`src/hw/rtl/fdmus_pkg.sv`:
```
// ----------------------------------------------------------------------------
// fdmus_pkg
// shared constants, pin tables and types for the flip-dot update sequencer
// ----------------------------------------------------------------------------
package fdmus_pkg;

	localparam int COLUMNS   = 5;
	localparam int ROWS      = 7;
	localparam int DOTS      = COLUMNS * ROWS;
	localparam int SLOT_W    = 4;
	localparam int DOT_IDX_W = 6;
	localparam int COL_W     = 3;
	localparam int ROW_W     = 3;
	localparam int PIN_W     = 5;
	localparam int WORD_W    = 32;
	localparam int TICK_W    = 16;
	localparam int ADDR_W    = 3;
	localparam int CFG_IDX_W = 2;
	localparam int CFG_DATA_W = 16;

	// register selections carried in an address byte
	localparam logic [SLOT_W-1:0] SLOT_COMMIT = 4'd5;
	localparam logic [SLOT_W-1:0] SLOT_REDRAW = 4'd6;

	// configuration register indexes
	localparam logic [CFG_IDX_W-1:0] REG_MODULE_ADDRESS = 2'd0;
	localparam logic [CFG_IDX_W-1:0] REG_FLIP_PERIOD    = 2'd1;
	localparam logic [CFG_IDX_W-1:0] REG_ON_TIME        = 2'd2;

	localparam logic [ADDR_W-1:0] MODULE_ADDRESS_RST = 3'd0;
	localparam logic [TICK_W-1:0] FLIP_PERIOD_RST    = 16'd5100;
	localparam logic [TICK_W-1:0] ON_TIME_RST        = 16'd5000;

	// column zero lit after reset
	localparam logic [DOTS-1:0] DISPLAYED_RST = DOTS'((1 << ROWS) - 1);
	localparam logic [DOTS-1:0] ALL_DOTS      = '1;

	// h-bridge pin tables
	localparam logic [PIN_W-1:0] ROW_HI_PIN [ROWS] = '{5'd1, 5'd2, 5'd3, 5'd20, 5'd19,
		5'd18, 5'd17};
	localparam logic [PIN_W-1:0] ROW_LO_PIN [ROWS] = '{5'd11, 5'd10, 5'd9, 5'd28, 5'd27,
		5'd25, 5'd26};
	localparam logic [PIN_W-1:0] COL_HI_PIN [COLUMNS] = '{5'd7, 5'd6, 5'd5, 5'd22, 5'd23};
	localparam logic [PIN_W-1:0] COL_LO_PIN [COLUMNS] = '{5'd15, 5'd14, 5'd13, 5'd30,
		5'd31};

	// command decoder status seen by the sequencer
	typedef struct packed {
		logic [DOTS-1:0] target_dots;
		logic            commit_pending;
		logic            force_all;
	} cmd_status_t;

	// column of a dot slot, slot below DOTS
	function automatic logic [COL_W-1:0] slot_col(input logic [DOT_IDX_W-1:0] slot);
		logic [COL_W-1:0] col;
		col = '0;
		for (int k = 1; k < COLUMNS; k++) begin
			if (slot >= DOT_IDX_W'(k * ROWS))
				col = COL_W'(k);
		end
		return col;
	endfunction

	function automatic logic [WORD_W-1:0] pin_bit(input logic [PIN_W-1:0] pin);
		return WORD_W'(1) << pin;
	endfunction

endpackage

```
`src/hw/rtl/flipdot_module_update_sequencer.sv`:
```
// ----------------------------------------------------------------------------
// flipdot_module_update_sequencer
// sequences dot updates of one 5x7 flip-dot module from serial bytes and ticks
// ----------------------------------------------------------------------------
// path: from input transfer to result transfer through the input register,
//   then state update and result register
// throughput: one item per cycle while the result register is not stalled, bounded by the single state-update pass
// reset: async active low; registers to their reset values, commit with full
//   redraw pending, no clearing pass
module flipdot_module_update_sequencer (
	input  logic                                 clk,
	input  logic                                 arst_n,
	// input items
	input  logic                                 in_valid,
	output logic                                 in_stall,
	input  logic                                 kind,
	input  logic [7:0]                           byte_value,
	// result items
	output logic                                 out_valid,
	input  logic                                 out_stall,
	output logic [fdmus_pkg::WORD_W-1:0]         drive_word,
	output logic                                 is_pulse,
	output logic                                 update_done,
	// configuration writes
	input  logic                                 cfg_valid,
	output logic                                 cfg_ready,
	input  logic [fdmus_pkg::CFG_IDX_W-1:0]      cfg_index,
	input  logic [fdmus_pkg::CFG_DATA_W-1:0]     cfg_data
);

	// configuration registers
	logic [fdmus_pkg::ADDR_W-1:0] module_address_q;
	logic [fdmus_pkg::TICK_W-1:0] flip_period_q;
	logic [fdmus_pkg::TICK_W-1:0] on_time_q;

	// input stage
	logic       valid_s1;
	logic       kind_s1;
	logic [7:0] byte_s1;

	// sequencer state
	logic [fdmus_pkg::DOTS-1:0]      displayed_q;
	logic [fdmus_pkg::DOTS-1:0]      change_q;
	logic [fdmus_pkg::DOTS-1:0]      pulse_q;
	logic                            sequencing_q;
	logic [fdmus_pkg::DOT_IDX_W-1:0] dot_index_q;
	logic [fdmus_pkg::TICK_W-1:0]    tick_count_q;

	// result register
	logic                            out_valid_q;
	logic [fdmus_pkg::WORD_W-1:0]    drive_word_q;
	logic                            is_pulse_q;
	logic                            update_done_q;

	fdmus_pkg::cmd_status_t          cmd_status;
	logic [fdmus_pkg::WORD_W-1:0]    slot_word;

	logic advance;
	logic tick_en;
	logic byte_en;
	logic take_commit;
	logic release_hit;
	logic last_slot;
	logic [fdmus_pkg::TICK_W-1:0] tick_dec;
	logic drive_hit;

	assign cfg_ready = 1'b1;

	always_ff @(posedge clk or negedge arst_n) begin
		if (!arst_n) begin
			module_address_q <= fdmus_pkg::MODULE_ADDRESS_RST;
			flip_period_q    <= fdmus_pkg::FLIP_PERIOD_RST;
			on_time_q        <= fdmus_pkg::ON_TIME_RST;
		end else if (cfg_valid && cfg_ready) begin
			case (cfg_index)
				fdmus_pkg::REG_MODULE_ADDRESS:
					module_address_q <= cfg_data[fdmus_pkg::ADDR_W-1:0];
				fdmus_pkg::REG_FLIP_PERIOD: flip_period_q <= cfg_data;
				fdmus_pkg::REG_ON_TIME:     on_time_q     <= cfg_data;
				default: ;
			endcase
		end
	end

	// the held item moves on whenever the result register is free or draining
	assign advance  = !out_valid_q || !out_stall;
	assign in_stall = valid_s1 && !advance;

	always_ff @(posedge clk or negedge arst_n) begin
		if (!arst_n) begin
			valid_s1 <= 1'b0;
		end else if (!in_stall) begin
			valid_s1 <= in_valid;
		end
	end

	always_ff @(posedge clk) begin
		if (in_valid && !in_stall) begin
			kind_s1 <= kind;
			byte_s1 <= byte_value;
		end
	end

	// item being processed this cycle
	assign tick_en = valid_s1 && advance && kind_s1;
	assign byte_en = valid_s1 && advance && !kind_s1;

	// idle tick with a commit pending takes the snapshot
	assign take_commit = tick_en && !sequencing_q && cmd_status.commit_pending;
	assign release_hit = tick_en && sequencing_q && (tick_count_q == '0);
	assign last_slot   = dot_index_q >= fdmus_pkg::DOT_IDX_W'(fdmus_pkg::DOTS);
	assign tick_dec    = tick_count_q - 1'b1;
	assign drive_hit   = tick_en && sequencing_q && (tick_count_q != '0) &&
		(tick_dec == on_time_q);

	fdmus_cmd u_cmd (
		.clk            (clk),
		.arst_n         (arst_n),
		.byte_en        (byte_en),
		.byte_value     (byte_s1),
		.module_address (module_address_q),
		.commit_take    (take_commit),
		.status         (cmd_status)
	);

	fdmus_word u_word (
		.dot_index    (dot_index_q),
		.change_mask  (change_q),
		.pulse_values (pulse_q),
		.word         (slot_word)
	);

	always_ff @(posedge clk or negedge arst_n) begin
		if (!arst_n) begin
			displayed_q  <= fdmus_pkg::DISPLAYED_RST;
			change_q     <= '0;
			pulse_q      <= '0;
			sequencing_q <= 1'b0;
			dot_index_q  <= '0;
			tick_count_q <= '0;
		end else if (take_commit) begin
			change_q     <= cmd_status.force_all ? fdmus_pkg::ALL_DOTS :
				(displayed_q ^ cmd_status.target_dots);
			pulse_q      <= cmd_status.target_dots;
			displayed_q  <= cmd_status.target_dots;
			tick_count_q <= flip_period_q;
			dot_index_q  <= '0;
			sequencing_q <= 1'b1;
		end else if (release_hit) begin
			// end of slot: reload and release the coils
			tick_count_q <= flip_period_q;
			if (last_slot)
				sequencing_q <= 1'b0;
		end else if (tick_en && sequencing_q) begin
			tick_count_q <= tick_dec;
			if (drive_hit && !last_slot)
				dot_index_q <= dot_index_q + 1'b1;
		end
	end

	// result register, loaded whenever the item stage moves on
	always_ff @(posedge clk or negedge arst_n) begin
		if (!arst_n) begin
			out_valid_q <= 1'b0;
		end else if (advance) begin
			out_valid_q <= release_hit || drive_hit;
		end
	end

	always_ff @(posedge clk) begin
		if (advance) begin
			drive_word_q  <= drive_hit ? slot_word : '0;
			is_pulse_q    <= drive_hit;
			update_done_q <= release_hit && last_slot;
		end
	end

	assign out_valid   = out_valid_q;
	assign drive_word  = drive_word_q;
	assign is_pulse    = is_pulse_q;
	assign update_done = update_done_q;

	// the end of an update is always a release word
	a_done_is_release: assert property (@(posedge clk) disable iff (!arst_n)
		(out_valid_q && update_done_q) |-> (!is_pulse_q && drive_word_q == '0))
		else $error("update_done on a drive word");

	// slot walk never runs beyond index DOTS, one slot past the last dot
	a_dot_index_bound: assert property (@(posedge clk) disable iff (!arst_n)
		dot_index_q <= fdmus_pkg::DOT_IDX_W'(fdmus_pkg::DOTS))
		else $error("dot index beyond last slot");

	// the final release stops the sequencer
	a_done_stops: assert property (@(posedge clk) disable iff (!arst_n)
		(release_hit && last_slot) |=> (!sequencing_q && out_valid_q && update_done_q))
		else $error("sequencer kept running after the final release");

	// a snapshot always starts the slot walk from the first dot
	a_commit_starts: assert property (@(posedge clk) disable iff (!arst_n)
		take_commit |=> (sequencing_q && dot_index_q == '0 && !cmd_status.force_all))
		else $error("commit did not start the sequencer");

endmodule

```
`src/hw/rtl/fdmus_cmd.sv`:
```
// ----------------------------------------------------------------------------
// fdmus_cmd
// serial command decoder: addressing, column fill and commit requests
// ----------------------------------------------------------------------------
module fdmus_cmd (
	input  logic                                clk,
	input  logic                                arst_n,
	input  logic                                byte_en,
	input  logic [7:0]                          byte_value,
	input  logic [fdmus_pkg::ADDR_W-1:0]        module_address,
	input  logic                                commit_take,
	output fdmus_pkg::cmd_status_t              status
);

	logic [fdmus_pkg::DOTS-1:0]   target_q;
	logic [fdmus_pkg::SLOT_W-1:0] slot_q;
	logic                         addressed_q;
	logic                         pending_q;
	logic                         force_q;
	logic [fdmus_pkg::SLOT_W-1:0] byte_slot;

	assign byte_slot = byte_value[fdmus_pkg::SLOT_W-1:0];

	always_ff @(posedge clk or negedge arst_n) begin
		if (!arst_n) begin
			target_q    <= '0;
			slot_q      <= '0;
			addressed_q <= 1'b0;
			pending_q   <= 1'b1;
			force_q     <= 1'b1;
		end else if (commit_take) begin
			pending_q <= 1'b0;
			force_q   <= 1'b0;
		end else if (byte_en) begin
			if (byte_value[7]) begin
				if (byte_value[6:4] == module_address) begin
					addressed_q <= 1'b1;
					slot_q      <= byte_slot;
					if (byte_slot == fdmus_pkg::SLOT_COMMIT) begin
						pending_q   <= 1'b1;
						addressed_q <= 1'b0;
					end
					if (byte_slot == fdmus_pkg::SLOT_REDRAW) begin
						pending_q   <= 1'b1;
						force_q     <= 1'b1;
						addressed_q <= 1'b0;
					end
				end else begin
					addressed_q <= 1'b0;
				end
			end else if (addressed_q && slot_q < fdmus_pkg::SLOT_W'(fdmus_pkg::COLUMNS)) begin
				for (int c = 0; c < fdmus_pkg::COLUMNS; c++) begin
					if (slot_q == fdmus_pkg::SLOT_W'(c))
						target_q[c*fdmus_pkg::ROWS +: fdmus_pkg::ROWS] <=
							byte_value[fdmus_pkg::ROWS-1:0];
				end
				// wrap after the last column
				if (slot_q == fdmus_pkg::SLOT_W'(fdmus_pkg::COLUMNS - 1))
					slot_q <= '0;
				else
					slot_q <= slot_q + 1'b1;
			end
		end
	end

	assign status.target_dots    = target_q;
	assign status.commit_pending = pending_q;
	assign status.force_all      = force_q;

endmodule

```
`src/hw/rtl/fdmus_word.sv`:
```
// ----------------------------------------------------------------------------
// fdmus_word
// h-bridge drive word for one dot slot from the pin tables
// ----------------------------------------------------------------------------
module fdmus_word (
	input  logic [fdmus_pkg::DOT_IDX_W-1:0] dot_index,
	input  logic [fdmus_pkg::DOTS-1:0]      change_mask,
	input  logic [fdmus_pkg::DOTS-1:0]      pulse_values,
	output logic [fdmus_pkg::WORD_W-1:0]    word
);

	logic [fdmus_pkg::COL_W-1:0]     col;
	logic [fdmus_pkg::ROW_W-1:0]     row;
	logic [fdmus_pkg::DOT_IDX_W-1:0] col_base;
	logic                            in_range;

	assign in_range = dot_index < fdmus_pkg::DOT_IDX_W'(fdmus_pkg::DOTS);
	assign col      = fdmus_pkg::slot_col(dot_index);
	assign col_base = fdmus_pkg::DOT_IDX_W'(col * fdmus_pkg::ROWS);
	assign row      = fdmus_pkg::ROW_W'(dot_index - col_base);

	always_comb begin
		word = '0;
		if (in_range && change_mask[dot_index]) begin
			if (pulse_values[dot_index]) begin
				word = word | fdmus_pkg::pin_bit(fdmus_pkg::COL_LO_PIN[col]);
				word = word & ~fdmus_pkg::pin_bit(fdmus_pkg::COL_HI_PIN[col]);
				word = word | fdmus_pkg::pin_bit(fdmus_pkg::ROW_HI_PIN[row]);
				word = word & ~fdmus_pkg::pin_bit(fdmus_pkg::ROW_LO_PIN[row]);
			end else begin
				word = word | fdmus_pkg::pin_bit(fdmus_pkg::COL_HI_PIN[col]);
				word = word & ~fdmus_pkg::pin_bit(fdmus_pkg::COL_LO_PIN[col]);
				word = word | fdmus_pkg::pin_bit(fdmus_pkg::ROW_LO_PIN[row]);
				word = word & ~fdmus_pkg::pin_bit(fdmus_pkg::ROW_HI_PIN[row]);
			end
		end
	end

endmodule
```
`config.mk`:
```
export PLATFORM = sky130hd
export DESIGN_NAME = flipdot_module_update_sequencer
export DESIGN_NICKNAME = d
export VERILOG_FILES = /design/src/hw/rtl/fdmus_pkg.sv /design/src/hw/rtl/flipdot_module_update_sequencer.sv /design/src/hw/rtl/fdmus_cmd.sv /design/src/hw/rtl/fdmus_word.sv
export SDC_FILE = /design/constraint.sdc
export NUM_CORES = 1
export LEC_CHECK = 0
export BUFFER_PORTS_ARGS = -buffer_cell sky130_fd_sc_hd__buf_2
export CORE_UTILIZATION = 62
export CTS_BUF_LIST = sky130_fd_sc_hd__clkbuf_2
export DETAILED_ROUTE_END_ITERATION = 16
export GPL_TIMING_DRIVEN = 0
export HOLD_SLACK_MARGIN = 0.02
export PLACE_DENSITY = 0.81
export REMOVE_ABC_BUFFERS = 1
export SYNTH_ARGS = -nofsm -noshare
export SYNTH_HDL_FRONTEND = slang
export SYNTH_SLANG_ARGS = --single-unit
```
`constraint.sdc`:
```
create_clock -name clk -period 5.98 [get_ports clk]
set_clock_uncertainty 0.2 [all_clocks]
set_input_delay 1.495 -clock clk [delete_from_list [all_inputs] [get_ports clk]]
set_output_delay 1.495 -clock clk [all_outputs]
set_load 0.02 [all_outputs]
```
==> impl_metrics.yaml, run 1 <==
synth:
  synthCells: 1068
  avgSynthCellArea_um2: 10.60
  synthFlopType: "dfrtp_1"
  synthDistinctLibCells: 75
  async_flop_share: 0.8063
  yosys_warnings: 0
  synth_edf_count: 43
  ys_ff_latch: 222
  synth_area_um2: 11320
  yosysSeqAreaShare: 0.5120
clock_tree:
  clockRootBuffer: "clkbuf_2"
  cts_resized: 0
  cts_hold_buffers: 0
  htree_levels: 2
  cts_tree: "built"
  clock_latency_ns: 0.87
  cts_setup_buffers: 0
  clk_path_buf_depth: 3
  cts.clk_slew.worst_paths_ns: 0.11
  numCtsBuffers: 55
  cts_sinks: 222
floorplanning:
  core_area_um2: 17900
  row_count: 49
  die_area_um2: 18810
  initial_core_util: 0.6325
  die_h_um: 137.1
  dieWidth_um: 137.1
  io_pins: 69
power:
  p_total_uw: 3375
  leakage_uw: 0.006009
  peakVddDrop_mv: 0.2399
  powerDensity_nw_per_um2: 271.7
worst_setup_path:
  cpPeakStageDelay_ns: 0.77
  crit_type: "reg -> reg"
  rr_startpoint: "dot_index_q[1]"
  crit_top_cell: "ha_1"
  end_kind: "flop"
  path_cells: "ha_1 > o21a_1 > o2111ai_1 > a21boi_0 > nor2_1 > ha_1 > inv_1 > ha_1 > nor2_1 > fa_1 > clkinv_1 > ha_1 > inv_1 > o41ai_1 > o311ai_1 > a2111oi_2"
  timing.reg2reg.setup_slack_ns: 0.39
  critPathCapture: "drive_word[31]"
  cp-start-kind: "flop"
  crit_fanout: 24
  r2r_end: "drive_word[31]"
  arrival_ns: 6.05
  cp.required_ns: 6.44
  r2r_cells: 16
  critPathLaunch: "dot_index_q[1]"
  critPathSlowestCell: "dfrtp_1"
global_routing:
  grt_pass1_vias: 8185
  grt_max_degree: 110
  antenna_found_initial: 1
  grt.overflow.total: 0
  grt_pass1_wl_mm: 40.63
  grt_use_total: 0.2780
route:
  drtIter0Drc: 649
  drc: 0
  wl_per_cell_um: 17.30
  antenna_left: 0
  wl_mm: 24.53
  vias: 8368
  drt_first_pass_iters: 5
  vias_per_cell: 5.901
final_layout:
  syn2layout_area_growth_pct: 9.691
  finish.utilization: 0.6938
  drive_gt1_frac: 0.2694
  nets: 1193
timing:
  finalSetupViolCount: 0
  finalCritPeriodShare: 0.9352
  period_needed_ns: 5.592
  fmax_mhz: 178.8
  slew_headroom: 0.08199
  rsz0062_at_grt: "no"
  final_hold_viol_count: 0
  worst_slew_pin_slew_ns: 1.368
  final_max_slew_viol_count: 0
outcome:
  status: "complete, no violations"
place:
  hpwl_mm: 16.49
  port_buffers: 67
  gp_congestion: 0.8778
hold_path:
  hold_class: "reg -> reg"
job:
  drv_cap: 0
[logic make-up (layout without fill, tap and decap cells)]
kind of cell               Yosys count  in the layout  synth area share
muxes                              105            105            0.1097
buffers and inverters               86            205           0.03249
DFF                                222            222            0.5120
adders and majority gates           18             18           0.02055
and+or+nand+nor                    406            406            0.1830
xor gates and xnor gates            60             60           0.04707
other                                2              4         0.0006632
AOI/OAI and AO/OA                  169            169           0.09448
[critical path: cells and delay by family, from the launching register on]
family,cells,cell delay (ns)
AO/OA/AOI/OAI,6,1.93
adder cells (fa/ha/maj),5,1.85
buffers and inverters,3,0.43
flip-flops,1,0.77
AND/OR/NAND/NOR,2,0.22
[per-layer routing]
metal / vias to the layer above / track usage / routed length, um
met5: - / 0 / 0
met4: 0 / 0.09524 / 573
met3: 49 / 0.05815 / 1473
met2: 272 / 0.4450 / 11740
met1: 4086 / 0.3775 / 10740
li1: 3961 / - / -
[power by group]
part | switching, uW | total (uW) | internal, uW | leakage [uW]
clock | 609 | 999 | 391 | 0.000400
combinational | 264 | 501 | 238 | 0.00278
sequential | 185 | 1870 | 1690 | 0.00283
total | 1060 | 3370 | 2320 | 0.00601
[synthesized netlist by cell type, drive strengths merged (9+ instances only)]
library cell,number,area (um2)
nor2,38,142.6
ha,17,212.7
nand3,14,70.07
edfxtp,43,1291
nor4,35,390.4
buf,16,105.1
xor2,48,420.4
nor3,16,85.08
a21oi,27,135.1
clkbuf,45,168.9
nand2,235,882.1
dfstp,22,578.1
mux2,73,822.0
nor2b,10,62.56
nand4,9,62.56
dfrtp,157,3929
xnor2,12,112.6
a22oi,11,82.58
inv,23,86.33
o21ai,67,335.3
mux2i,24,240.2
[final cells by class]
class / instances / area [um2]
clock inverters: 13 / 50.05
fillers: 1356 / 5482
multi-input cells: 761 / 5196
inverters: 25 / 93.84
flip-flops and latches: 222 / 5799
diodes: 1 / 2.502
clock buffers: 89 / 445.4
well taps: 229 / 286.5
repair buffers: 78 / 546.8
[layout by cell type (no fill, tap or decap), types with 5 or more instances in the layout]
| cell type | netlist | routed |
|---|---|---|
| mux4_2 | 8 | 8 |
| nor2b_1 | 10 | 10 |
| a22oi_1 | 11 | 11 |
| dfrtp_1 | 157 | 156 |
| mux2i_1 | 24 | 24 |
| or3_1 | 5 | 5 |
| nand2b_1 | 5 | 5 |
| clkbuf_2 | 0 | 89 |
| nand4_1 | 8 | 8 |
| o21ai_0 | 63 | 63 |
| nor3_1 | 15 | 15 |
| mux2_2 | 71 | 71 |
| nand2_1 | 235 | 234 |
| buf_8 | 0 | 6 |
| nor4_2 | 25 | 24 |
| and3_1 | 8 | 8 |
| buf_2 | 6 | 66 |
| o211ai_1 | 7 | 7 |
| o31ai_1 | 5 | 5 |
| and2_1 | 5 | 5 |
| a31oi_1 | 6 | 5 |
| o2111ai_1 | 5 | 5 |
| nor2_1 | 38 | 38 |
| inv_1 | 22 | 22 |
| ha_1 | 17 | 17 |
| nor4_1 | 9 | 9 |
| a21oi_1 | 27 | 26 |
| edfxtp_1 | 43 | 43 |
| xor2_1 | 48 | 48 |
| nand3_1 | 14 | 14 |
| nor3b_1 | 5 | 5 |
| a211oi_1 | 8 | 8 |
| clkinv_1 | 2 | 11 |
| dfstp_2 | 22 | 22 |
| xnor2_1 | 11 | 11 |
[through the flow]
step | hold slack, ns | TNS (ns) | setup slack [ns] | area [um2] | cells
after floorplan | 0.2334 | -6.988 | -0.6051 | 11050 | 1008
after global placement | 0.2444 | -142.74 | -3.347 | 11670 | 1304
after detailed placement | 0.2530 | 0 | 0.5141 | 11910 | 1315
after CTS | 0.2692 | 0 | 0.4748 | 12410 | 1417
after global routing | 0.2971 | 0 | 0.01702 | 12420 | 1418
final | 0.2678 | 0 | 0.3876 | 12420 | 1418
[how the worst min path moves through the flow]
stage | startpoint | end | slack [ns] | cells after the start
2_1_floorplan | change_q[10] | change_q[10] | 0.23 | 2
3_3_place_gp | change_q[1] | change_q[1] | 0.24 | 2
3_5_place_dp | change_q[7] | change_q[7] | 0.25 | 2
4_1_cts | displayed_q[4] | displayed_q[4] | 0.27 | 2
5_1_grt | displayed_q[2] | displayed_q[2] | 0.30 | 2
6_report | displayed_q[4] | displayed_q[4] | 0.27 | 2
[registers in the layout (all words and copies together) (netlist names), 4 cells and up]
signal	flops
change_q	35
displayed_q	35
u_cmd.target_q	35
drive_word	32
flip_period_q	16
on_time_q	16
tick_count_q	16
byte_s1	8
pulse_q	7
dot_index_q	6
u_cmd.slot_q	4
(Power assumes the default switching activity.)
==> run 2, diff against run 1 <==
--- a/config.mk
+++ b/config.mk
@@ -6,12 +6,11 @@
 export NUM_CORES = 1
 export LEC_CHECK = 0
 export BUFFER_PORTS_ARGS = -buffer_cell sky130_fd_sc_hd__buf_2
-export CORE_UTILIZATION = 62
+export CORE_UTILIZATION = 45
 export CTS_BUF_LIST = sky130_fd_sc_hd__clkbuf_2
 export DETAILED_ROUTE_END_ITERATION = 16
 export GPL_TIMING_DRIVEN = 0
 export HOLD_SLACK_MARGIN = 0.02
-export PLACE_DENSITY = 0.81
 export REMOVE_ABC_BUFFERS = 1
 export SYNTH_ARGS = -nofsm -noshare
 export SYNTH_HDL_FRONTEND = slang
==> constraint.sdc (replaced) <==
create_clock -name clk -period 5.98 [get_ports clk]
set_clock_uncertainty 0.2 [all_clocks]
set_input_delay 0.897 -clock clk [delete_from_list [all_inputs] [get_ports clk]]
set_output_delay 0.897 -clock clk [all_outputs]
set_load 0.02 [all_outputs]
==> run 2 against run 1 <==
Count of clock-buffer cells in the layout is 8 lower. Die area is 37% higher. Routed wire length is 1.3% higher. Final cell count is 7.8% higher. Sequential share of layout area is 1.0 points lower. Worst hold slack worse by 0.15 ns. Power is 0.82% lower. Critical path depth is 1 higher. Critical endpoint is now drive_word[23]. Highest routed layer unchanged.
==> impl_metrics.yaml, run 2 (synthesis results as in run 1) <==
floorplanning:
  die_h_um: 160.6
  row_count: 57
  io_pins: 69
  initial_core_util: 0.4615
  dieWidth_um: 160.6
  die_area_um2: 25800
  core_area_um2: 24530
clock_tree:
  cts_resized: 0
  clock_latency_ns: 0.86
  numCtsBuffers: 56
  clockRootBuffer: "clkbuf_2"
  cts_hold_buffers: 13
  cts_sinks: 222
  htree_levels: 2
  cts_tree: "built"
  cts_setup_buffers: 0
  clk_path_buf_depth: 3
  cts.clk_slew.worst_paths_ns: 0.10
place:
  gp_congestion: 0.7999
  post_dp_cell_area_um2: 12060
  pre_cts_slack_ns: 0.5163
  hpwl_mm: 16.31
  port_buffers: 67
route:
  antenna_left: 0
  drt_first_pass_iters: 5
  wl_mm: 24.85
  drtIter0Drc: 410
  drc: 0
  wl_per_cell_um: 16.25
  vias: 8151
  vias_per_cell: 5.331
worst_setup_path:
  crit_fanout: 24
  arrival_ns: 5.96
  crit_type: "reg -> reg"
  cp.required_ns: 6.41
  end_kind: "flop"
  cp-start-kind: "flop"
global_routing:
  grt_pass1_vias: 7892
  grt_pass1_wl_mm: 41.10
  antenna_found_initial: 1
  use_met1: 0.2799
  top_usage_layer: "met2"
  grt.overflow.total: 0
  met2_usage: 0.3129
  grt_max_degree: 96
  use_met3: 0.03590
  grt_use_total: 0.1986
outcome:
  status: "complete, no violations"
power:
  leakage_uw: 0.006071
  peakVddDrop_mv: 0.1664
  powerDensity_nw_per_um2: 263.6
  p_total_uw: 3347
final_layout:
  fillers: 2280
  design_area_um2: 12700
  nets: 1207
  mostFrequentLayoutCells: "234 x nand2_1, 156 x dfrtp_1, 81 x clkbuf_2"
  final_common_cell: "nand2_1"
  syn2layout_area_growth_pct: 12.17
  drive_gt1_frac: 0.2633
  reg_top3: "change_q (35), displayed_q (35), u_cmd.target_q (35)"
timing:
  finalSetupViolCount: 0
  final_max_slew_viol_count: 0
  worst_slew_pin_slew_ns: 1.340
  hold-worst-slack_ns: 0.1166
  fmax_mhz: 180.7
  rsz0062_at_grt: "no"
  period_needed_ns: 5.535
  fin_ws_ns: 0.4454
  slew_headroom: 0.09903
  finalCritPeriodShare: 0.9255
  final_hold_viol_count: 0
  finalSetupTns_ns: 0
hold_path:
  hold_class: "in -> reg"
job:
  drv_cap: 0
==> run 2: worst paths after layout <==
| check | from | to | slack [ns] | cells past startpoint |
|---|---|---|---|---|
| max in group asynchronous | arst_n | u_cmd.pending_q | 4.20 | 3 |
| hold reg to reg | u_cmd.target_q[20] | displayed_q[20] | 0.25 | 2 |
| setup reg to reg | dot_index_q[1] | drive_word[23] | 0.45 | 17 |
| hold / removal | cfg_data[6] | on_time_q[6] | 0.12 | 2 |
| setup / recovery | dot_index_q[1] | drive_word[23] | 0.45 | 17 |
| min in group asynchronous | arst_n | displayed_q[20] | 0.43 | 2 |
==> run 2: stage by stage <==
stage               instances  utilization
floorplan                1008            -
global placement         1399       0.4807
CTS                      1528       0.5174
finish                   1529       0.5177
detailed placement       1410       0.4916
global route             1529       0.5177
==> run 2: critical path, cell delays in order, from the launching register on <==
cell and delay (ns):
dfrtp_1 0.80, ha_1 0.45, o21a_1 0.21, o2111ai_1 0.37
a21boi_0 0.32, nor2_1 0.11, ha_1 0.31, inv_1 0.06
ha_1 0.13, nor2_1 0.05, fa_1 0.72, clkinv_1 0.34
ha_1 0.46, nand2_1 0.14, inv_1 0.05, a311oi_1 0.24
o21ai_0 0.13, a211oi_1 0.25
==> run 2: power by group <==
part	switching (uW)	total, uW	leakage (uW)	internal, uW
combinational	254	495	0.00285	240
sequential	179	1870	0.00283	1690
clock	614	984	0.000393	370
==> run 2: layout make-up <==
class                      instances  area, um2  share of cell area
inverter                          25      93.84            0.007388
tap                              324      405.4             0.03192
antenna                            1      2.502           0.0001970
multi-input combinational        761       5191              0.4087
clock buffer                      81      405.4             0.03192
timing repair buffer              91      705.7             0.05556
sequential                       222       5799              0.4566
clock inverter                    24      97.59            0.007684
==> run 2: per-layer routing <==
metal / share of wire / up-vias
met5: 0 / -
met4: 0.014 / 0
met3: 0.045 / 30
met2: 0.46 / 171
met1: 0.48 / 3967
li1: - / 3983
